$ cat src/rtl/core/ibspt_pkg.sv
package ibspt_pkg;

  // Field and datapath widths.
  localparam int IN_W  = 16;
  localparam int VAL_W = 20;
  localparam int SUM_W = 24;
  localparam int REM_W = SUM_W + 1;
  localparam int Q_W   = 16;
  localparam int ROWS  = 9;

  localparam logic [IN_W-1:0] ONE_Q15 = 16'h8000;

  typedef logic [VAL_W-1:0] val_t;

  // Operand codes for the factor multiplexers.
  typedef enum logic [3:0] {
    OP_ZERO, OP_P, OP_Q,
    OP_P0, OP_P1, OP_P2, OP_P3,
    OP_Q0, OP_Q1, OP_Q2, OP_Q3
  } opnd_t;

  // Factor selection for one genotype-pair row.
  typedef struct packed {
    opnd_t       a;
    opnd_t       b;
    opnd_t       c;
    opnd_t       d;
    logic [1:0]  k0;
    opnd_t       xa;
    opnd_t       ya;
    opnd_t       za;
    opnd_t       xb;
    opnd_t       yb;
    opnd_t       zb;
    opnd_t       u;
    opnd_t       w;
    logic [1:0]  k2;
  } row_ops_t;

  typedef struct packed {
    logic                  v;
    logic                  last;
    logic [2:0][VAL_W-1:0] num;
  } num_row_t;

  typedef struct packed {
    logic [3:0] combo;
    logic       last;
  } div_tag_t;

  typedef struct packed {
    logic                  v;
    div_tag_t              tag;
    logic [2:0][VAL_W-1:0] num;
    logic [2:0][SUM_W-1:0] sum;
  } div_in_t;

  typedef struct packed {
    logic                v;
    div_tag_t            tag;
    logic [2:0][Q_W-1:0] quot;
  } div_out_t;

  // Q15 product, truncated.
  function automatic val_t mq(val_t a, val_t b);
    logic [2*VAL_W-1:0] pr;
    pr = a * b;
    return pr[VAL_W+14:15];
  endfunction

  // Factors of each row; a zero first factor makes that entry zero.
  function automatic row_ops_t row_ops(logic [3:0] r);
    row_ops_t o;
    o = '0;
    unique case (r)
      4'd0: begin
        o.a = OP_P1; o.b = OP_P0; o.c = OP_Q1; o.d = OP_Q0;
      end
      4'd1: begin
        o.a = OP_Q1; o.b = OP_Q0; o.c = OP_P1; o.d = OP_P0;
      end
      4'd2: begin
        o.a = OP_P2; o.b = OP_P1; o.c = OP_P0; o.d = OP_Q0; o.k0 = 2'd1;
        o.xa = OP_P; o.ya = OP_P1; o.za = OP_Q0;
      end
      4'd3: begin
        o.a = OP_P2; o.b = OP_P1; o.c = OP_P0; o.d = OP_Q0; o.k0 = 2'd1;
        o.xa = OP_P; o.ya = OP_Q0; o.za = OP_P1;
      end
      4'd4: begin
        o.a = OP_Q2; o.b = OP_Q1; o.c = OP_Q0; o.d = OP_P0; o.k0 = 2'd1;
        o.xa = OP_Q; o.ya = OP_P0; o.za = OP_Q1;
      end
      4'd5: begin
        o.a = OP_Q2; o.b = OP_Q1; o.c = OP_Q0; o.d = OP_P0; o.k0 = 2'd1;
        o.xa = OP_Q; o.ya = OP_Q1; o.za = OP_P0;
      end
      4'd6: begin
        o.a = OP_P3; o.b = OP_P2; o.c = OP_P1; o.d = OP_P0;
        o.xa = OP_P; o.ya = OP_P1; o.za = OP_P1;
        o.u = OP_P1; o.w = OP_P0;
      end
      4'd7: begin
        o.a = OP_P1; o.b = OP_P0; o.c = OP_Q1; o.d = OP_Q0; o.k0 = 2'd2;
        o.xa = OP_P; o.ya = OP_Q0; o.za = OP_Q0;
        o.xb = OP_Q; o.yb = OP_P0; o.zb = OP_P0;
        o.u = OP_P0; o.w = OP_Q1; o.k2 = 2'd1;
      end
      4'd8: begin
        o.a = OP_Q3; o.b = OP_Q2; o.c = OP_Q1; o.d = OP_Q0;
        o.xa = OP_Q; o.ya = OP_Q1; o.za = OP_Q1;
        o.u = OP_Q1; o.w = OP_Q0;
      end
      default: o = '0;
    endcase
    return o;
  endfunction

endpackage

$ cat src/rtl/core/ibspt_div.sv
module ibspt_div (
  input  logic                clk,
  input  logic                rst,
  input  logic                en,
  input  ibspt_pkg::div_in_t  din,
  output ibspt_pkg::div_out_t dout
);
  import ibspt_pkg::*;

  logic                  sv   [Q_W];
  div_tag_t              stg  [Q_W];
  logic [2:0][REM_W-1:0] srem [Q_W];
  logic [2:0][SUM_W-1:0] sdv  [Q_W];
  logic [2:0][Q_W-1:0]   sq   [Q_W];

  // One quotient bit per stage, three columns side by side.
  for (genvar k = 0; k < Q_W; k++) begin : g_st
    logic                  vi;
    div_tag_t              ti;
    logic [2:0][REM_W-1:0] ri, rn, tt;
    logic [2:0][SUM_W-1:0] di;
    logic [2:0][Q_W-1:0]   qi, qn;

    if (k == 0) begin : g_src
      always_comb begin
        vi = din.v;
        ti = din.tag;
        di = din.sum;
        qi = '0;
        for (int j = 0; j < 3; j++) begin
          ri[j] = REM_W'(din.num[j]);
        end
      end
    end else begin : g_src
      always_comb begin
        vi = sv[k-1];
        ti = stg[k-1];
        ri = srem[k-1];
        di = sdv[k-1];
        qi = sq[k-1];
      end
    end

    // The first step tests the integer bit without a shift.
    always_comb begin
      for (int j = 0; j < 3; j++) begin
        if (k == 0) begin
          tt[j] = ri[j];
        end else begin
          tt[j] = {ri[j][REM_W-2:0], 1'b0};
        end
        if (tt[j] >= REM_W'(di[j])) begin
          rn[j] = tt[j] - REM_W'(di[j]);
          qn[j] = {qi[j][Q_W-2:0], 1'b1};
        end else begin
          rn[j] = tt[j];
          qn[j] = {qi[j][Q_W-2:0], 1'b0};
        end
      end
    end

    always_ff @(posedge clk) begin
      if (rst) begin
        sv[k] <= 1'b0;
      end else if (en) begin
        sv[k] <= vi;
      end
      if (en) begin
        stg[k]  <= ti;
        srem[k] <= rn;
        sdv[k]  <= di;
        sq[k]   <= qn;
      end
    end
  end

  // A zero column sum leaves its entries (all zero) unnormalized.
  always_comb begin
    dout.v   = sv[Q_W-1];
    dout.tag = stg[Q_W-1];
    for (int j = 0; j < 3; j++) begin
      dout.quot[j] = (sdv[Q_W-1][j] == '0) ? '0 : sq[Q_W-1][j];
    end
  end

endmodule
$ cat config.mk
export PLATFORM = sky130hd
export DESIGN_NAME = ibspt_div
export DESIGN_NICKNAME = d
export VERILOG_FILES = /design/src/rtl/core/ibspt_pkg.sv /design/src/rtl/core/ibspt_div.sv
export SDC_FILE = /design/constraint.sdc
export NUM_CORES = 2
export LEC_CHECK = 0
export BUFFER_PORTS_ARGS = -buffer_cell sky130_fd_sc_hd__buf_4
export CAP_MARGIN = 20
export CORE_ASPECT_RATIO = 0.7
export CORE_MARGIN = 8
export CORE_UTILIZATION = 57
export CTS_CLUSTER_DIAMETER = 50
export CTS_CLUSTER_SIZE = 28
export DETAILED_ROUTE_END_ITERATION = 12
export PLACE_DENSITY = 0.72
export RECOVER_POWER = 100
export SYNTH_ARGS = -nofsm -noshare
export SYNTH_HDL_FRONTEND = slang
export SYNTH_SLANG_ARGS = --single-unit
$ cat constraint.sdc
create_clock -name clk -period 3.25 [get_ports clk]
set_clock_uncertainty 0.1 [all_clocks]
set_input_delay 0.325 -clock clk [delete_from_list [all_inputs] [get_ports clk]]
set_output_delay 0.325 -clock clk [all_outputs]
set_load 0.05 [all_outputs]
==> results by group <==
Status
  • Status: complete, but fails checks
  • Violated checks: capacitance limit, slew limit, setup timing

Logic synthesis
  • Number of synthesized flops with an enable pin: around 2.7k
  • Post-Syn Nets: ~14k
  • Seq/Total Area, Yosys: a little over half
  • Synth Warn #: 0
  • Cells after synthesis: about 13k
  • Mapped Area: between 150000 and 200000 um2
  • Area leader, netlist: edfxtp_1
  • Top cells by area, synth: edfxtp_1 (54%), ha_1 (9.4%), mux2_2 (4.3%)
  • Commonest register cell after synthesis: edfxtp_1
  • Flops & latches, synth: approximately 2.7k
  • Mapped Avg Cell Area: between 10 and 15 um2
  • Post-synth cell types: 96
  • Area share of the largest cell type after synthesis: a little over half
  • Async SR Flop Fraction: 0%

Die
  • Die area: approximately 280000 um2
  • Chip Width: 633 um
  • Placeable core area: about 270000 um2
  • Die height: about 450 um
  • Starting Density: roughly 57%
  • # rows: roughly 160
  • Ports: ~200

Critical path
  • Worst Path Arrival: 4.16 ns
  • Crit path max fanout: 6
  • Reg-to-reg startpoint: sdv[1][217]
  • WP data required: between 3 and 4 ns
  • Max stage delay on crit path: between 0.4 and 0.5 ns
  • CP delay by family, top: compound AO/OA/AOI/OAI gates
  • CP startpoint kind: flop
  • CP cell instances: inv_2 -> ha_4 -> nor2b_4 -> o31a_1 -> or4_4 -> a221oi_2 -> buf_4 -> a2bb2oi_4 -> o2111ai_4 -> nand3_2 -> nand2_4 -> buf_12 -> buf_16 -> mux2_2
  • CP max stage cell: edfxtp_1
  • Register-to-register setup slack: -0.37 ns
  • Reg2reg end: srem[1][321]
  • Buf+Inv Stages, Crit Path: 4
  • Crit path kind: reg2reg
  • Crit end category: flop
  • R2R cell count: 14

GRT
  • Initial antenna violation count: 8
  • First-pass GRT wire length: a little under 600000 um
  • GRT overflow: 0
  • Global Route Usage Sum: 25.4%
  • Vias in the first global route: roughly 110k
  • Largest net degree at the start of global routing: about 130

Clock network
  • CTS Buffer Depth: 4
  • Clock Pin Slew Worst Setup and Hold Paths: approximately 0.090 ns
  • TritonCTS clock tree: yes
  • H-tree depth: 4
  • Clock latency on the worst-skew pair: 0.90 ns
  • CTS Sinks: between 2k and 3k
  • CTS root buffer: clkbuf_16
  • Total CTS buffers: between 200 and 250

STA
  • RSZ-0062 raised after global routing: true
  • Fin. max-slew vios: 64
  • Fin Setup TNS: -64.51 ns
  • Slew of the pin with the lowest slew margin: between 1.5 and 2 ns
  • Slew margin rel.: -12.9%
  • Max Clk Rate: between 0.2 and 0.3 GHz
  • Final setup margin: -0.366 ns
  • Hold Vio Cnt, Final: 0
  • Fin crit share: 111%
  • Fin crit period: between 3 and 4 ns
  • Min Hold Slack: roughly 0.11 ns
  • Setup violations, final: between 700 and 800

Layout
  • Area of the multi-input gates: slightly below 70000 um2
  • Syn-to-layout area delta: 22.5%
  • Post-route cell area: 186000 um2
  • Fill count: 18.2k
  • Util after Layout: roughly 70%
  • Share of layout cells above drive strength 1: 23.0%
  • Nets@finish: 16.4k
  • Post-route insts no fill: 18.8k
  • Reg area: roughly 82000 um2

Hold path
  • Hold Path Class: in2reg
  • Hold wc startpoint: din[67]
  • WHS Endpoint: sdv[0][67]
  • Hold Crit Depth: 2

Placement
  • Final HPWL DP: about 270000 um
  • Placed inst area: ~170000 um2
  • PortBufs: 194
  • Routability cong.: roughly 0.97
  • Placed cell count: between 15k and 20k

Pwr
  • Max VDD drop: approximately 0.50 mV
  • Pwr/cell area: roughly 950 nW/um2
  • Leakage power total: between 70 and 80 nW

Run
  • Max Cap Viol: 1

Routing
  • Starting DRT DRC Count: about 11k
  • Via count: between 100k and 150k
  • Average vias per placed instance: a little under 6
  • DRC violations left: 0
  • Routed WL per cell: 20.2 um
  • WL final: 380000 um
  • Post-DRT Antenna Nets: 0
  • Drt first pass iters: 6
-- layout make-up --
class                           count  share of cell area (%)
Tap cell                         3520                    2.36
Inverter                         1497                    3.03
Multi-Input combinational cell   8575                    36.9
Antenna cell                        1                 0.00134
Clock buffer                      230                    2.99
Timing Repair Buffer             2035                    9.33
Sequential cell                  2736                    44.1
Clock inverter                    166                    1.26
-- registers in the layout, summed over array words and instances (netlist names) --
register and count:
sq 408, srem 1080, sv 16, sdv 1152
stg 80
-- placed cells by master, fill, tap and decap left out, types with 294 or more instances in the layout --
| cell type | instances |
|---|---|
| o21ai_0 | 527 |
| nand2_1 | 596 |
| inv_1 | 1456 |
| xnor2_1 | 529 |
| nor2_1 | 698 |
| a21oi_1 | 853 |
| edfxtp_1 | 2736 |
| ha_1 | 1053 |
| xor2_1 | 294 |
| a21o_1 | 347 |
| mux2_2 | 361 |
| buf_4 | 1277 |
-- per-stage QoR --
step / setup slack [ns] / power [mW]
global route: -0.453 / 188
floorplan: -0.143 / 108
global placement: -0.330 / 132
CTS: -0.252 / 171
detailed placement: -0.361 / 134
finish: -0.366 / 178
-- cell families after synthesis --
group                      count (synthesis)  synth area share [%]
buffers and inverters                   1735                  4.35
muxes                                    630                  4.62
AOI/OAI and AO/OA                       3090                  13.1
adders and majority gates               1182                  9.94
DFF                                     2736                  54.0
xor gates and xnor gates                 825                  4.75
and+or+nand+nor                         2846                  9.20
-- how the worst max path moves through the flow --
| stage | endpoint | start | slack [ns] | depth (start not counted) |
|---|---|---|---|---|
| finish | srem[1][321] | sdv[1][217] | -0.37 | 14 |
| CTS | srem[1][516] | srem[1][425] | -0.25 | 13 |
| global placement | srem[0][281] | srem[0][200] | -0.33 | 10 |
| global route | srem[1][302] | sdv[1][217] | -0.45 | 14 |
| floorplan | srem[1][482] | sdv[1][397] | -0.14 | 12 |
| detailed placement | srem[0][281] | srem[0][200] | -0.36 | 10 |
-- per-layer routing --
| layer | track usage [%] | vias to the layer above | share of wire (%) |
|---|---|---|---|
| li1 | - | 52000 | - |
| met2 | 39.3 | 4029 | 44 |
| met1 | 38.5 | 52700 | 47 |
| met4 | 6.09 | 2 | 2.8 |
| met5 | 0 | - | 0.0032 |
| met3 | 3.14 | 696 | 6.5 |
-- repair_timing --
action,in CTS,in global routing
gates cloned,51,26
endpoints found under the hold margin,211,0
setup buffers,165,177
gates resized for setup,578,816
pin swaps,135,251
hold buffers,177,0
setup endpoints to repair,793,977
-- where the power goes --
part | internal (mW) | switching (mW)
Sequential | 51.2 | 5.92
Combinational | 46.1 | 45.6
Clock | 14.3 | 14.6
-- cell usage after synthesis, types with 20 or more instances --
cell	instances
clkbuf_1	166
nand4b_1	20
mux2i_1	49
fa_1	45
nand2b_1	138
a21boi_0	47
o21bai_1	110
xnor2_1	531
a211o_1	32
nand3_1	217
or2_2	46
buf_2	48
o2bb2ai_1	23
a211oi_1	85
and4_1	21
nand3b_1	20
and3_1	108
o31a_1	51
inv_1	1496
a221o_1	24
o2111ai_1	20
edfxtp_1	2736
and2_1	80
a2111oi_0	28
mux2_2	578
o21ai_0	616
a21o_1	347
nor2b_1	205
or3_1	83
nor2_1	815
a21oi_1	986
a311oi_1	21
nand2_1	611
nor3_1	183
o21a_1	186
a31o_2	50
o31ai_1	72
xor2_1	294
nor4_1	64
ha_1	1137
a31oi_1	102
nand4_1	174
o211ai_1	63
Power figures use the tool's default switching activity.
