**config.mk**
```make
export PLATFORM = sky130hd
export DESIGN_NAME = ibspt_collect
export DESIGN_NICKNAME = d
export VERILOG_FILES = /design/src/rtl/core/ibspt_pkg.sv /design/src/rtl/core/ibspt_collect.sv
export SDC_FILE = /design/constraint.sdc
export NUM_CORES = 1
export LEC_CHECK = 0
export BUFFER_PORTS_ARGS = -buffer_cell sky130_fd_sc_hd__buf_4
export CAP_MARGIN = 20
export CORE_UTILIZATION = 55
export CTS_BUF_LIST = sky130_fd_sc_hd__clkbuf_4 sky130_fd_sc_hd__clkbuf_8 sky130_fd_sc_hd__clkbuf_16
export DETAILED_ROUTE_END_ITERATION = 10
export PLACE_DENSITY = 0.69
export SYNTH_ARGS = -nofsm -noshare
export SYNTH_HDL_FRONTEND = slang
export SYNTH_SLANG_ARGS = --single-unit
export TNS_END_PERCENT = 30
```
**constraint.sdc**
```tcl
create_clock -name clk -period 19.9 [get_ports clk]
set_input_delay 0 -clock clk [delete_from_list [all_inputs] [get_ports clk]]
set_output_delay 0 -clock clk [all_outputs]
set_load 0.1 [all_outputs]
```
**src/rtl/core/ibspt_pkg.sv**
```systemverilog
package ibspt_pkg;

  // Field and datapath widths.
  localparam int IN_W  = 16;
  localparam int VAL_W = 20;
  localparam int SUM_W = 24;
  localparam int REM_W = SUM_W + 1;
  localparam int Q_W   = 16;
  localparam int ROWS  = 9;

  localparam logic [IN_W-1:0] ONE_Q15 = 16'h8000;

  typedef logic [VAL_W-1:0] val_t;

  // Operand codes for the factor multiplexers.
  typedef enum logic [3:0] {
    OP_ZERO, OP_P, OP_Q,
    OP_P0, OP_P1, OP_P2, OP_P3,
    OP_Q0, OP_Q1, OP_Q2, OP_Q3
  } opnd_t;

  // Factor selection for one genotype-pair row.
  typedef struct packed {
    opnd_t       a;
    opnd_t       b;
    opnd_t       c;
    opnd_t       d;
    logic [1:0]  k0;
    opnd_t       xa;
    opnd_t       ya;
    opnd_t       za;
    opnd_t       xb;
    opnd_t       yb;
    opnd_t       zb;
    opnd_t       u;
    opnd_t       w;
    logic [1:0]  k2;
  } row_ops_t;

  typedef struct packed {
    logic                  v;
    logic                  last;
    logic [2:0][VAL_W-1:0] num;
  } num_row_t;

  typedef struct packed {
    logic [3:0] combo;
    logic       last;
  } div_tag_t;

  typedef struct packed {
    logic                  v;
    div_tag_t              tag;
    logic [2:0][VAL_W-1:0] num;
    logic [2:0][SUM_W-1:0] sum;
  } div_in_t;

  typedef struct packed {
    logic                v;
    div_tag_t            tag;
    logic [2:0][Q_W-1:0] quot;
  } div_out_t;

  // Q15 product, truncated.
  function automatic val_t mq(val_t a, val_t b);
    logic [2*VAL_W-1:0] pr;
    pr = a * b;
    return pr[VAL_W+14:15];
  endfunction

  // Factors of each row; a zero first factor makes that entry zero.
  function automatic row_ops_t row_ops(logic [3:0] r);
    row_ops_t o;
    o = '0;
    unique case (r)
      4'd0: begin
        o.a = OP_P1; o.b = OP_P0; o.c = OP_Q1; o.d = OP_Q0;
      end
      4'd1: begin
        o.a = OP_Q1; o.b = OP_Q0; o.c = OP_P1; o.d = OP_P0;
      end
      4'd2: begin
        o.a = OP_P2; o.b = OP_P1; o.c = OP_P0; o.d = OP_Q0; o.k0 = 2'd1;
        o.xa = OP_P; o.ya = OP_P1; o.za = OP_Q0;
      end
      4'd3: begin
        o.a = OP_P2; o.b = OP_P1; o.c = OP_P0; o.d = OP_Q0; o.k0 = 2'd1;
        o.xa = OP_P; o.ya = OP_Q0; o.za = OP_P1;
      end
      4'd4: begin
        o.a = OP_Q2; o.b = OP_Q1; o.c = OP_Q0; o.d = OP_P0; o.k0 = 2'd1;
        o.xa = OP_Q; o.ya = OP_P0; o.za = OP_Q1;
      end
      4'd5: begin
        o.a = OP_Q2; o.b = OP_Q1; o.c = OP_Q0; o.d = OP_P0; o.k0 = 2'd1;
        o.xa = OP_Q; o.ya = OP_Q1; o.za = OP_P0;
      end
      4'd6: begin
        o.a = OP_P3; o.b = OP_P2; o.c = OP_P1; o.d = OP_P0;
        o.xa = OP_P; o.ya = OP_P1; o.za = OP_P1;
        o.u = OP_P1; o.w = OP_P0;
      end
      4'd7: begin
        o.a = OP_P1; o.b = OP_P0; o.c = OP_Q1; o.d = OP_Q0; o.k0 = 2'd2;
        o.xa = OP_P; o.ya = OP_Q0; o.za = OP_Q0;
        o.xb = OP_Q; o.yb = OP_P0; o.zb = OP_P0;
        o.u = OP_P0; o.w = OP_Q1; o.k2 = 2'd1;
      end
      4'd8: begin
        o.a = OP_Q3; o.b = OP_Q2; o.c = OP_Q1; o.d = OP_Q0;
        o.xa = OP_Q; o.ya = OP_Q1; o.za = OP_Q1;
        o.u = OP_Q1; o.w = OP_Q0;
      end
      default: o = '0;
    endcase
    return o;
  endfunction

endpackage

```
**src/rtl/core/ibspt_collect.sv**
```systemverilog
module ibspt_collect (
  input  logic                 clk,
  input  logic                 rst,
  input  ibspt_pkg::num_row_t  row,
  input  logic                 den,
  output logic                 en,
  output ibspt_pkg::div_in_t   din
);
  import ibspt_pkg::*;

  logic [2:0][VAL_W-1:0] nb [ROWS-1];
  logic [2:0][VAL_W-1:0] hold [ROWS];
  logic [2:0][SUM_W-1:0] acc, acc_fin, hsum;
  logic [3:0]            hcnt;
  logic                  load_ok, consume, load, emit;

  // The hold bank takes a finished column set when it is empty or draining its last row.
  assign load_ok = (hcnt == 4'd0) || (hcnt == 4'd1 && den);
  assign en      = !(row.v && row.last && !load_ok);
  assign consume = en && row.v;
  assign load    = consume && row.last;
  assign emit    = den && (hcnt != 4'd0);

  always_comb begin
    for (int j = 0; j < 3; j++) begin
      acc_fin[j] = acc[j] + SUM_W'(row.num[j]);
    end
  end

  // Column sums and count of rows waiting in the hold bank.
  always_ff @(posedge clk) begin
    if (rst) begin
      acc  <= '0;
      hcnt <= '0;
    end else begin
      if (consume) begin
        acc <= row.last ? '0 : acc_fin;
      end
      if (load) begin
        hcnt <= 4'(ROWS);
      end else if (emit) begin
        hcnt <= hcnt - 4'd1;
      end
    end
  end

  // Pending rows of the current transaction, then the hold bank.
  always_ff @(posedge clk) begin
    if (consume && !row.last) begin
      for (int k = 0; k < ROWS - 2; k++) begin
        nb[k] <= nb[k+1];
      end
      nb[ROWS-2] <= row.num;
    end
    if (load) begin
      for (int k = 0; k < ROWS - 1; k++) begin
        hold[k] <= nb[k];
      end
      hold[ROWS-1] <= row.num;
      hsum         <= acc_fin;
    end else if (emit) begin
      for (int k = 0; k < ROWS - 1; k++) begin
        hold[k] <= hold[k+1];
      end
    end
  end

  assign din.v         = (hcnt != 4'd0);
  assign din.tag.combo = 4'(ROWS) - hcnt;
  assign din.tag.last  = (hcnt == 4'd1);
  assign din.num       = hold[0];
  assign din.sum       = hsum;

`ifndef SYNTHESIS
  a_hcnt_range: assert property (@(posedge clk) disable iff (rst) hcnt <= 4'(ROWS))
    else $error("hold count out of range");
  a_stall_only_last: assert property (@(posedge clk) disable iff (rst)
    !en |-> (row.v && row.last))
    else $error("row pipeline stalled without a waiting last row");
  a_load_free: assert property (@(posedge clk) disable iff (rst)
    load |-> (hcnt == 4'd0 || (hcnt == 4'd1 && den)))
    else $error("hold bank overwritten");
  a_load_count: assert property (@(posedge clk) disable iff (rst)
    load |=> hcnt == 4'(ROWS))
    else $error("hold count not set after load");
`endif

endmodule

```
==> results of run 1 <==
## cells by family (layout without fill, tap and decap cells)
group                      after synthesis  after routing  share of synthesized area
DFF                                   1168           1168                      0.767
buffers and inverters                  168            533                     0.0207
AOI/OAI and AO/OA                      246            246                     0.0379
and+or+nand+nor                        204            204                     0.0216
adders and majority gates               66             66                     0.0190
other                                    0              1                          0
muxes                                  481            481                      0.121
xor gates and xnor gates                68             68                     0.0133
## placed cells by master (no fill, tap or decap), types with 9 or more instances in the layout
cell type / count
sky130_fd_sc_hd__edfxtp_1: 1092
sky130_fd_sc_hd__dfxtp_1: 76
sky130_fd_sc_hd__clkinv_2: 19
sky130_fd_sc_hd__mux2_1: 44
sky130_fd_sc_hd__a21oi_1: 54
sky130_fd_sc_hd__nand3_1: 23
sky130_fd_sc_hd__clkbuf_4: 39
sky130_fd_sc_hd__inv_1: 26
sky130_fd_sc_hd__xor2_1: 28
sky130_fd_sc_hd__o211ai_1: 9
sky130_fd_sc_hd__clkbuf_16: 118
sky130_fd_sc_hd__o21ai_1: 9
sky130_fd_sc_hd__dlygate4sd3_1: 62
sky130_fd_sc_hd__o21ai_0: 25
sky130_fd_sc_hd__ha_1: 63
sky130_fd_sc_hd__a31oi_1: 11
sky130_fd_sc_hd__nor3_1: 11
sky130_fd_sc_hd__nand2_1: 53
sky130_fd_sc_hd__clkinv_1: 17
sky130_fd_sc_hd__nand2b_1: 9
sky130_fd_sc_hd__xnor2_1: 40
sky130_fd_sc_hd__a22oi_1: 29
sky130_fd_sc_hd__buf_4: 227
sky130_fd_sc_hd__a21o_1: 33
sky130_fd_sc_hd__and2_1: 12
sky130_fd_sc_hd__clkbuf_8: 10
sky130_fd_sc_hd__a22o_1: 31
sky130_fd_sc_hd__nor2_1: 57
sky130_fd_sc_hd__mux2_2: 436
## worst min path at each step
| stage | from | to | slack, ns | cells past startpoint |
|---|---|---|---|---|
| floorplan | row[0] | hold[1][0]$_DFFE_PP_ | 0.1 | 0 |
| global placement | row[5] | hold[1][5]$_DFFE_PP_ | 0.20 | 1 |
| detailed placement | row[5] | nb[1][185]$_DFFE_PP_ | 0.20 | 1 |
| CTS | row[61] | hcnt[3]$_SDFFE_PP0P_ | 0.006 | 3 |
| global route | row[61] | hcnt[3]$_SDFFE_PP0P_ | 0.04 | 3 |
| finish | row[61] | hcnt[3]$_SDFFE_PP0P_ | 0.06 | 3 |
## synth_stat cells, types with 4 or more instances
library cell / count
sky130_fd_sc_hd__inv_1: 27
sky130_fd_sc_hd__nand3_1: 23
sky130_fd_sc_hd__xnor2_1: 40
sky130_fd_sc_hd__o21a_1: 5
sky130_fd_sc_hd__a21o_1: 33
sky130_fd_sc_hd__buf_1: 4
sky130_fd_sc_hd__o21ai_0: 25
sky130_fd_sc_hd__o211ai_1: 9
sky130_fd_sc_hd__nor2b_1: 10
sky130_fd_sc_hd__buf_4: 61
sky130_fd_sc_hd__a22o_1: 31
sky130_fd_sc_hd__xor2_1: 28
sky130_fd_sc_hd__a22oi_1: 29
sky130_fd_sc_hd__buf_2: 53
sky130_fd_sc_hd__a31oi_1: 11
sky130_fd_sc_hd__dfxtp_1: 76
sky130_fd_sc_hd__edfxtp_1: 1092
sky130_fd_sc_hd__and3_1: 7
sky130_fd_sc_hd__nand2_1: 54
sky130_fd_sc_hd__ha_1: 63
sky130_fd_sc_hd__a21oi_1: 55
sky130_fd_sc_hd__clkbuf_1: 23
sky130_fd_sc_hd__a41oi_1: 4
sky130_fd_sc_hd__nand4_1: 7
sky130_fd_sc_hd__and2_1: 12
sky130_fd_sc_hd__a221o_1: 4
sky130_fd_sc_hd__a211oi_1: 5
sky130_fd_sc_hd__nor2_1: 57
sky130_fd_sc_hd__mux2_1: 44
sky130_fd_sc_hd__nor3_1: 11
sky130_fd_sc_hd__or4_1: 4
sky130_fd_sc_hd__mux2_2: 436
sky130_fd_sc_hd__o21ai_1: 9
sky130_fd_sc_hd__nand2b_1: 10
## per-stage QoR
step	cell area (sq um)	setup slack, ns	util	std cells
3_3_place_gp	47000	15.43	0.584	3547
3_5_place_dp	47000	15.34	0.584	3547
5_1_grt	51400	15.09	0.639	3826
2_1_floorplan	44800	4.76	-	2401
4_1_cts	51400	15.29	0.638	3825
6_report	51400	15.33	0.639	3827
## report_power, final
part           leakage [uW]  switching (uW)  internal, uW  total, uW
clock network       0.00191             869          1240       2110
logic               0.00538            1560           686       2250
registers            0.0109             181          3630       3810
## metal layers
metal,vias up,wire (um),share of wire,GRT usage
met5,-,44,0.00058,0
met4,8,1940,0.026,0.0644
met3,149,5110,0.067,0.0420
met2,570,35800,0.47,0.289
met1,10451,32900,0.43,0.252
li1,9871,-,-,-
## state kept, by name (all words and copies together), names as in the netlist
signal / count
acc: 72
hold: 540
din: 72
hcnt: 4
nb: 480
## worst register-to-register path, cell delays in order (launching register included)
cell,delay (ns)
sky130_fd_sc_hd__dfxtp_1,0.32
sky130_fd_sc_hd__inv_1,0.12
sky130_fd_sc_hd__ha_1,0.22
sky130_fd_sc_hd__a21o_1,0.12
sky130_fd_sc_hd__nand2_1,0.10
sky130_fd_sc_hd__inv_1,0.08
sky130_fd_sc_hd__nand3_1,0.40
sky130_fd_sc_hd__nand2b_4,0.86
sky130_fd_sc_hd__buf_4,0.97
sky130_fd_sc_hd__buf_4,0.91
## final cells by class
class                   instances  share of cell area
flip-flops and latches       1168               0.667
multi-input cells            1065               0.186
clock buffers                 167              0.0658
repair buffers                290              0.0457
well taps                    1060              0.0258
clock inverters                49             0.00771
inverters                      27             0.00207
diodes                          1           0.0000486
==> flow_summary.ini, run 1 <==
[synthesis]
netlist_instances = 2401
mappedNetlistArea_sq_mm = 0.0448
post_synth_main_area_contributors = sky130_fd_sc_hd__edfxtp_1 73%, sky130_fd_sc_hd__mux2_2 11%, sky130_fd_sc_hd__dfxtp_1 3.4%
synth-async-reset-ratio = 0
yosysTopAreaCell = sky130_fd_sc_hd__edfxtp_1
yosys_warnings = 0
synth_edf_count = 1092
syn_avg_cell_area_sq_um = 18.6
yosys_most_used_dff = sky130_fd_sc_hd__edfxtp_1
synth_cell_types = 56
post-synth-top-area-fraction = 0.733
yosysSeqAreaShare = 0.767
postSynthNetCount = 2532
synth_seq_cells = 1168

[critical_path]
timing.critical_path.buf_inv = 4
worstRegToRegCells = 9
worst_path_dominant_cell_family = buffers and inverters
start_kind = register
crit_type = reg -> reg
crit_path_max_incr_delay_ns = 0.93
crit_slowest_cell = sky130_fd_sc_hd__buf_4
crit_fanout = 82
worst_setup_path_endpoint = hold[0][5]$_DFFE_PP_
timing.critical_path.to_type = register
cp.required_ns = 20.17
worst_r2r_startpoint = hcnt[1]$_SDFFE_PP0P_
cp_num_cells = 9
r2r_end = hold[0][5]$_DFFE_PP_
worst_setup_path_startpoint = hcnt[1]$_SDFFE_PP0P_
crit_path_cell_trace = inv_1, ha_1, a21o_1, nand2_1, inv_1, nand3_1, nand2b_4, buf_4, buf_4
r2r_setup_slack_ns = 15.33
critical_path_arrival_ns = 4.84

[place]
finalWeightedCongestion = 0.916
place_hpwl_um = 45700
place.port_buffers = 203

[drt]
viasPerCell = 5.50
routed-via-count = 21049
antenna_left = 0
drt-pass1-iter-count = 5
detail_route.drc_violations = 0
finalWirelength_um = 75800
initial_drc_count = 1649
detail_routed_net_length_per_standard_cell_um = 19.8

[cts]
root_buffer = sky130_fd_sc_hd__clkbuf_16
cts_buffer_depth = 3
cts_setup_buffers = 0
clk_latency_ns = 0.66
cts_hold_buffers = 62
tritoncts = built
clkSlewWorstSetupHoldPaths_ns = 0.06
htree_num_levels = 3
cts_resized = 0
cts.sink_count = 1168
cts-buffers-inserted = 115

[global_route]
first_global_vias = 21585
globalRouteTotalUtil = 0.183
global_route_wire_length_before_repair_um = 118000
number_of_antenna_violations_at_the_first_check_in_global_routing = 6
grt-ovfl-total = 0
maximum_number_of_pins_on_one_net_before_global_route_repair = 87

[cells_and_area]
n_fill_cell = 5459
layout.nets = 2798
area.sequential_sq_mm = 0.0343
multiInputGateArea_sq_mm = 0.00956
syn_to_final_growth_pct = 14.9
post_route_cells_drive_above_1_share = 0.316

[outcome]
outcome = finished clean

[timing]
hold-worst-slack_ns = 0.0588
slew_violations = 0
final-hold-violation-count = 0
timing.final.crit_share = 0.230
finalSetupViolCount = 0
skew_ns = 0.0210
worst_pin_slew_ns = 1.11
max_freq_mhz = 219
max-slew-margin-rel = 0.262
finalSetupTns_ns = 0
period_needed_ns = 4.57
grt_setup_unrepaired = false

[floorplanning]
die-width_um = 287
num_rows = 104
io-pin-count = 204
core_area_sq_mm = 0.0805
initial_utilization = 0.556
die-height_um = 287
die_area_sq_mm = 0.0825

[power_and_ir_drop]
power-per-cell-area_mw_per_mm2 = 159
standby_leakage_power_uw = 0.0182
peakVddDrop_uv = 206
total_power_uw = 8170

[run]
cap_violations = 0

[hold_path]
holdCritPathClass = in -> reg
No activity file was read; power rests on OpenSTA's default activity.
==> run 2, diff against run 1 <==
- ABC_AREA: default -> 1
- PLACE_DENSITY: 0.69 -> 0.72
- clock period: 19.9 -> 3.8 ns (I/O delays scaled with it)
==> flow_summary.ini, run 2 <==
[cells_and_area]
syn_to_final_growth_pct = 14.1
layout_common_cells = 1508 x sky130_fd_sc_hd__nand2_1, 1092 x sky130_fd_sc_hd__edfxtp_1, 584 x sky130_fd_sc_hd__nand3_1
post_route_cells_drive_above_1_share = 0.0993
layout.nets = 4430
max_reg_flops = 540
layout_commonest_cell = sky130_fd_sc_hd__nand2_1
largest_register = hold
layout.core_utilization = 0.635
n_fill_cell = 6349
post_layout_nonfiller_instances = 5538
top_regs = hold x540, nb x480

[cts]
root_buffer = sky130_fd_sc_hd__clkbuf_16
cts.sink_count = 1168
cts_hold_buffers = 64
clkSlewWorstSetupHoldPaths_ns = 0.07
tritoncts = built
clk_latency_ns = 0.68
cts_setup_buffers = 0
htree_num_levels = 3
cts-buffers-inserted = 111
cts_resized = 0
cts_buffer_depth = 3

[timing]
period_needed_ns = 3.10
worst_pin_slew_ns = 0.968
max-slew-margin-rel = 0.355
max_freq_mhz = 322
grt_setup_unrepaired = false
finalSetupViolCount = 0
timing.final.crit_share = 0.817
slew_violations = 0
skew_ns = 0.0248
finalSetupTns_ns = 0
final-hold-violation-count = 0

[power_and_ir_drop]
peakVddDrop_uv = 391
total_power_uw = 34300
standby_leakage_power_uw = 0.0221
power-per-cell-area_mw_per_mm2 = 632

[hold_path]
holdCritPathClass = in -> reg
worstHoldStart = row[61]
min_delay_path_depth = 4
min_delay_worst_endpoint = nb[1][132]$_DFFE_PP_

[drt]
route.met3.wl_um = 4470
detail_routed_net_length_per_standard_cell_um = 16.0
dr_wl_met2_um = 40200
viasPerCell = 5.10
finalWirelength_um = 88600
initial_drc_count = 2139
routedLengthMet1_um = 42000
routed-via-count = 28226
drt-pass1-iter-count = 8
detail_route.drc_violations = 0
antenna_left = 0
top_signal_layer_used = met4

[global_route]
global_route_wire_length_before_repair_um = 143000
globalRouteTotalUtil = 0.203
grt-ovfl-total = 0
maximum_number_of_pins_on_one_net_before_global_route_repair = 212
first_global_vias = 26816
number_of_antenna_violations_at_the_first_check_in_global_routing = 2

[critical_path]
worst_setup_path_startpoint = hcnt[1]$_SDFFE_PP0P_
r2r_end = hold[0][388]$_DFFE_PP_
r2r_setup_slack_ns = 0.70
worst_path_dominant_cell_family = simple AND/OR/NAND/NOR gates
critical_path.most_common_cell = sky130_fd_sc_hd__nand2_1
cp.required_ns = 4.35
crit_fanout = 163
crit_path_cell_trace = inv_1, ha_1, nor3b_4, nand2_1, nand2_1, inv_2, a21oi_2, nand2_8, nand2_8, buf_12, nand2_1, nand2_1
crit_slowest_cell = sky130_fd_sc_hd__buf_12
timing.critical_path.to_type = register
crit_path_max_incr_delay_ns = 0.53
start_kind = register
worst_r2r_startpoint = hcnt[1]$_SDFFE_PP0P_
worstRegToRegCells = 12
critical_path_arrival_ns = 3.65
timing.critical_path.buf_inv = 3
crit_type = reg -> reg

[synthesis]
yosys_warnings = 0
post_synth_most_frequent_cells = 1509 x sky130_fd_sc_hd__nand2_1, 1092 x sky130_fd_sc_hd__edfxtp_1, 585 x sky130_fd_sc_hd__nand3_1, 235 x sky130_fd_sc_hd__inv_1, 109 x sky130_fd_sc_hd__a21oi_1
top_count_cell_post_synth = sky130_fd_sc_hd__nand2_1
synth-async-reset-ratio = 0
synth_edf_count = 1092
synth_seq_cells = 1168
netlist_instances = 4128
post_synth_main_area_contributors = sky130_fd_sc_hd__edfxtp_1 69%, sky130_fd_sc_hd__nand2_1 12%, sky130_fd_sc_hd__nand3_1 6.1%
mappedNetlistArea_sq_mm = 0.0476
yosysTopAreaCell = sky130_fd_sc_hd__edfxtp_1
syn_avg_cell_area_sq_um = 11.5
postSynthNetCount = 4259
yosys_most_used_dff = sky130_fd_sc_hd__edfxtp_1
post-synth-top-area-fraction = 0.688
yosysSeqAreaShare = 0.720
synth_cell_types = 28

[place]
cell_count_after_placement = 5265
finalWeightedCongestion = 0.869
place.port_buffers = 203
place_hpwl_um = 53000

[outcome]
outcome = finished clean

[floorplanning]
num_rows = 107
initial_utilization = 0.557
die-height_um = 296
core_area_sq_mm = 0.0855
io-pin-count = 204
die_area_sq_mm = 0.0878
die-width_um = 296

[run]
cap_violations = 0
## run 2: changes by cell type after synthesis, sizes merged, moves of 35 or more
cell    before   now
nand2       54  1511
nand3       23   585
mux2       480     0
inv         27   238
buf        118   184
a21oi       56   110
nor2        57    95
xnor2       40     4
clkbuf      23    58
## run 2: cell type report
type	count	area [sq um]	area share
clock inverters	73	803	0.0148
repair buffers	300	2670	0.0491
inverters	238	908	0.0167
clock buffers	133	2990	0.0549
diodes	2	5.00	0.0000921
flip-flops and latches	1168	34300	0.631
well taps	1144	1430	0.0263
multi-input cells	2480	11200	0.207
## run 2: per-layer routing
layer,vias to the layer above,track usage
met1,13125,0.306
met2,613,0.305
li1,14361,-
met4,0,0.0615
met5,-,0
met3,127,0.0324
## run 2: power breakdown
part	leakage (uW)	total (uW)	switching, uW	internal, uW
sequential	0.0110	16800	498	16300
clock	0.00187	11300	4720	6530
combinational	0.00925	6240	4780	1460
## run 2: cell families (layout without fill, tap and decap cells)
group,Yosys count,in the layout,share of synthesized area
buffers and inverters,480,744,0.0456
other,0,2,0
XOR/XNOR,29,29,0.00533
adder cells (fa/ha/maj),66,66,0.0178
flip-flops,1168,1168,0.720
AND/OR/NAND/NOR,2272,2272,0.199
AO/OA/AOI/OAI,113,113,0.0120
## run 2: worst max-delay path by stage
stage / to / slack [ns] / cells past startpoint
3_3_place_gp: hold[0][25]$_DFFE_PP_ / 0.85 / 12
2_1_floorplan: hold[0][0]$_DFFE_PP_ / -0.62 / 9
6_report: hold[0][388]$_DFFE_PP_ / 0.70 / 12
4_1_cts: hold[0][279]$_DFFE_PP_ / 0.69 / 12
3_5_place_dp: hold[0][451]$_DFFE_PP_ / 0.76 / 12
5_1_grt: hold[0][279]$_DFFE_PP_ / 0.43 / 12
## run 2: worst reg2reg max path, delay by kind of cell, from the launching register on
kind	cells	cell delay [ns]
compound gates	1	0.28
simple gates	7	1.46
fa+ha+maj	1	0.16
flops	1	0.33
buf+inv	3	0.74
## run 2: per-stage QoR
stage | area, sq um | setup slack, ns | hold slack (ns)
after floorplan | 47700 | -0.621 | 0.0989
after global placement | 49900 | 0.850 | 0.199
after detailed placement | 49900 | 0.760 | 0.204
after CTS | 54300 | 0.689 | 0.0129
after global routing | 54400 | 0.430 | 0.0448
final | 54400 | 0.697 | 0.0401
==> run 3, diff against run 2 <==
- PLACE_DENSITY: 0.72 -> 0.69
- clock period: 3.8 -> 3.2 ns (I/O delays scaled with it)
==> flow_summary.ini, run 3 (synthesis results as in run 2) <==
[outcome]
outcome = finished clean

[timing]
max_freq_mhz = 357
finalSetupViolCount = 0
period_needed_ns = 2.80
finalSetupTns_ns = 0
grt_setup_unrepaired = false
final-hold-violation-count = 0
max-slew-margin-rel = 0.422
skew_ns = 0.0385
hold-worst-slack_ns = 0.0765
worst_pin_slew_ns = 0.868
timing.final.crit_share = 0.875
slew_violations = 0

[cells_and_area]
largest_register = hold
max_reg_flops = 540
post_layout_nonfiller_instances = 5545
layout_common_cells = 1508 x sky130_fd_sc_hd__nand2_1, 1092 x sky130_fd_sc_hd__edfxtp_1, 584 x sky130_fd_sc_hd__nand3_1
antennaDiodeCount = 0
layout_commonest_cell = sky130_fd_sc_hd__nand2_1
multiInputGateArea_sq_mm = 0.0112
syn_to_final_growth_pct = 14.3
area.sequential_sq_mm = 0.0343
top_regs = hold x540, nb x480
layout.nets = 4436
n_fill_cell = 6495
post_route_cells_drive_above_1_share = 0.101
layout.core_utilization = 0.636

[cts]
tritoncts = built
cts_buffer_depth = 3
clk_latency_ns = 0.68
cts.sink_count = 1168
cts-buffers-inserted = 112
clkSlewWorstSetupHoldPaths_ns = 0.06
root_buffer = sky130_fd_sc_hd__clkbuf_16
htree_num_levels = 3

[critical_path]
r2r_setup_slack_ns = 0.40
start_kind = register
worst_setup_path_startpoint = hcnt[0]$_SDFFE_PP0P_
cp.required_ns = 3.78
critical_path_arrival_ns = 3.38
worst_r2r_startpoint = hcnt[0]$_SDFFE_PP0P_
crit_fanout = 170
crit_type = reg -> reg
timing.critical_path.to_type = register

[drt]
routed-via-count = 27989
detail_routed_net_length_per_standard_cell_um = 15.8
finalWirelength_um = 87800
drt-pass1-iter-count = 5
detail_route.drc_violations = 0
initial_drc_count = 2139
antenna_left = 0
viasPerCell = 5.05

[power_and_ir_drop]
power-per-cell-area_mw_per_mm2 = 746
standby_leakage_power_uw = 0.0222
peakVddDrop_uv = 556

[hold_path]
worstHoldStart = row[46]
holdCritPathClass = in -> reg

[global_route]
grt-ovfl-total = 0
first_global_vias = 26202
global_route_wire_length_before_repair_um = 141000
number_of_antenna_violations_at_the_first_check_in_global_routing = 0
maximum_number_of_pins_on_one_net_before_global_route_repair = 171
globalRouteTotalUtil = 0.201

[floorplanning]
core_area_sq_mm = 0.0855
initial_utilization = 0.557
num_rows = 107
die_area_sq_mm = 0.0878
io-pin-count = 204
die-height_um = 296
die-width_um = 296

[place]
finalWeightedCongestion = 0.865
cell_count_after_placement = 5270
place.port_buffers = 203
place_hpwl_um = 52700

[run]
cap_violations = 0
[run 3: final timing paths]
| path | endpoint | cells after the start |
|---|---|---|
| hold reg to reg | nb[1][25]$_DFFE_PP_ | 0 |
| setup / recovery | hcnt[3]$_SDFFE_PP0P_ | 12 |
| hold / removal | nb[1][226]$_DFFE_PP_ | 2 |
| setup reg to reg | hcnt[3]$_SDFFE_PP0P_ | 12 |
[run 3: power breakdown]
| part | total [uW] | switching, uW | internal, uW |
|---|---|---|---|
| clock network | 13200 | 5540 | 7650 |
| registers | 20000 | 603 | 19400 |
| logic | 7420 | 5650 | 1760 |
| total | 40600 | 11800 | 28800 |
[run 3: what timing repair did]
action,in CTS,in global routing
buffers inserted,0,0
hold buffers,65,0
gates resized for setup,0,0
hold endpoints to repair,265,0
[run 3: per-stage QoR]
stage	instance area (sq um)	setup slack, ns	total power, uW
final	54400	0.401	40600
after global routing	54400	0.196	42300
after CTS	54400	0.355	41000
after detailed placement	50000	0.575	27800
after global placement	50000	0.674	27600
after floorplan	47700	-1.22	26200
[run 3: area by class of cell]
cell class	count	share of cell area
tap	1144	0.0263
clock buffer	146	0.0573
sequential	1168	0.630
timing repair buffer	305	0.0506
inverter	238	0.0167
multi-input combinational	2480	0.207
clock inverter	64	0.0123
[run 3: layer usage]
metal  global-route usage  up-vias  wire, um
li1                     -    14361         -
met1                0.307    12803     42700
met2                0.299      682     38800
met3               0.0329      143      4570
met4               0.0524        0      1770
met5                    0        -         0
[run 3: critical path, cell delays in order (launching register included)]
cell	delay [ns]
sky130_fd_sc_hd__dfxtp_1	0.43
sky130_fd_sc_hd__clkinvlp_4	0.17
sky130_fd_sc_hd__ha_4	0.20
sky130_fd_sc_hd__nand3_4	0.09
sky130_fd_sc_hd__nand2_1	0.07
sky130_fd_sc_hd__inv_2	0.06
sky130_fd_sc_hd__a21oi_2	0.10
sky130_fd_sc_hd__nand2_8	0.16
sky130_fd_sc_hd__buf_12	0.49
sky130_fd_sc_hd__o211ai_1	0.17
sky130_fd_sc_hd__nand2_1	0.10
sky130_fd_sc_hd__dlygate4sd3_1	0.55
sky130_fd_sc_hd__inv_1	0.04
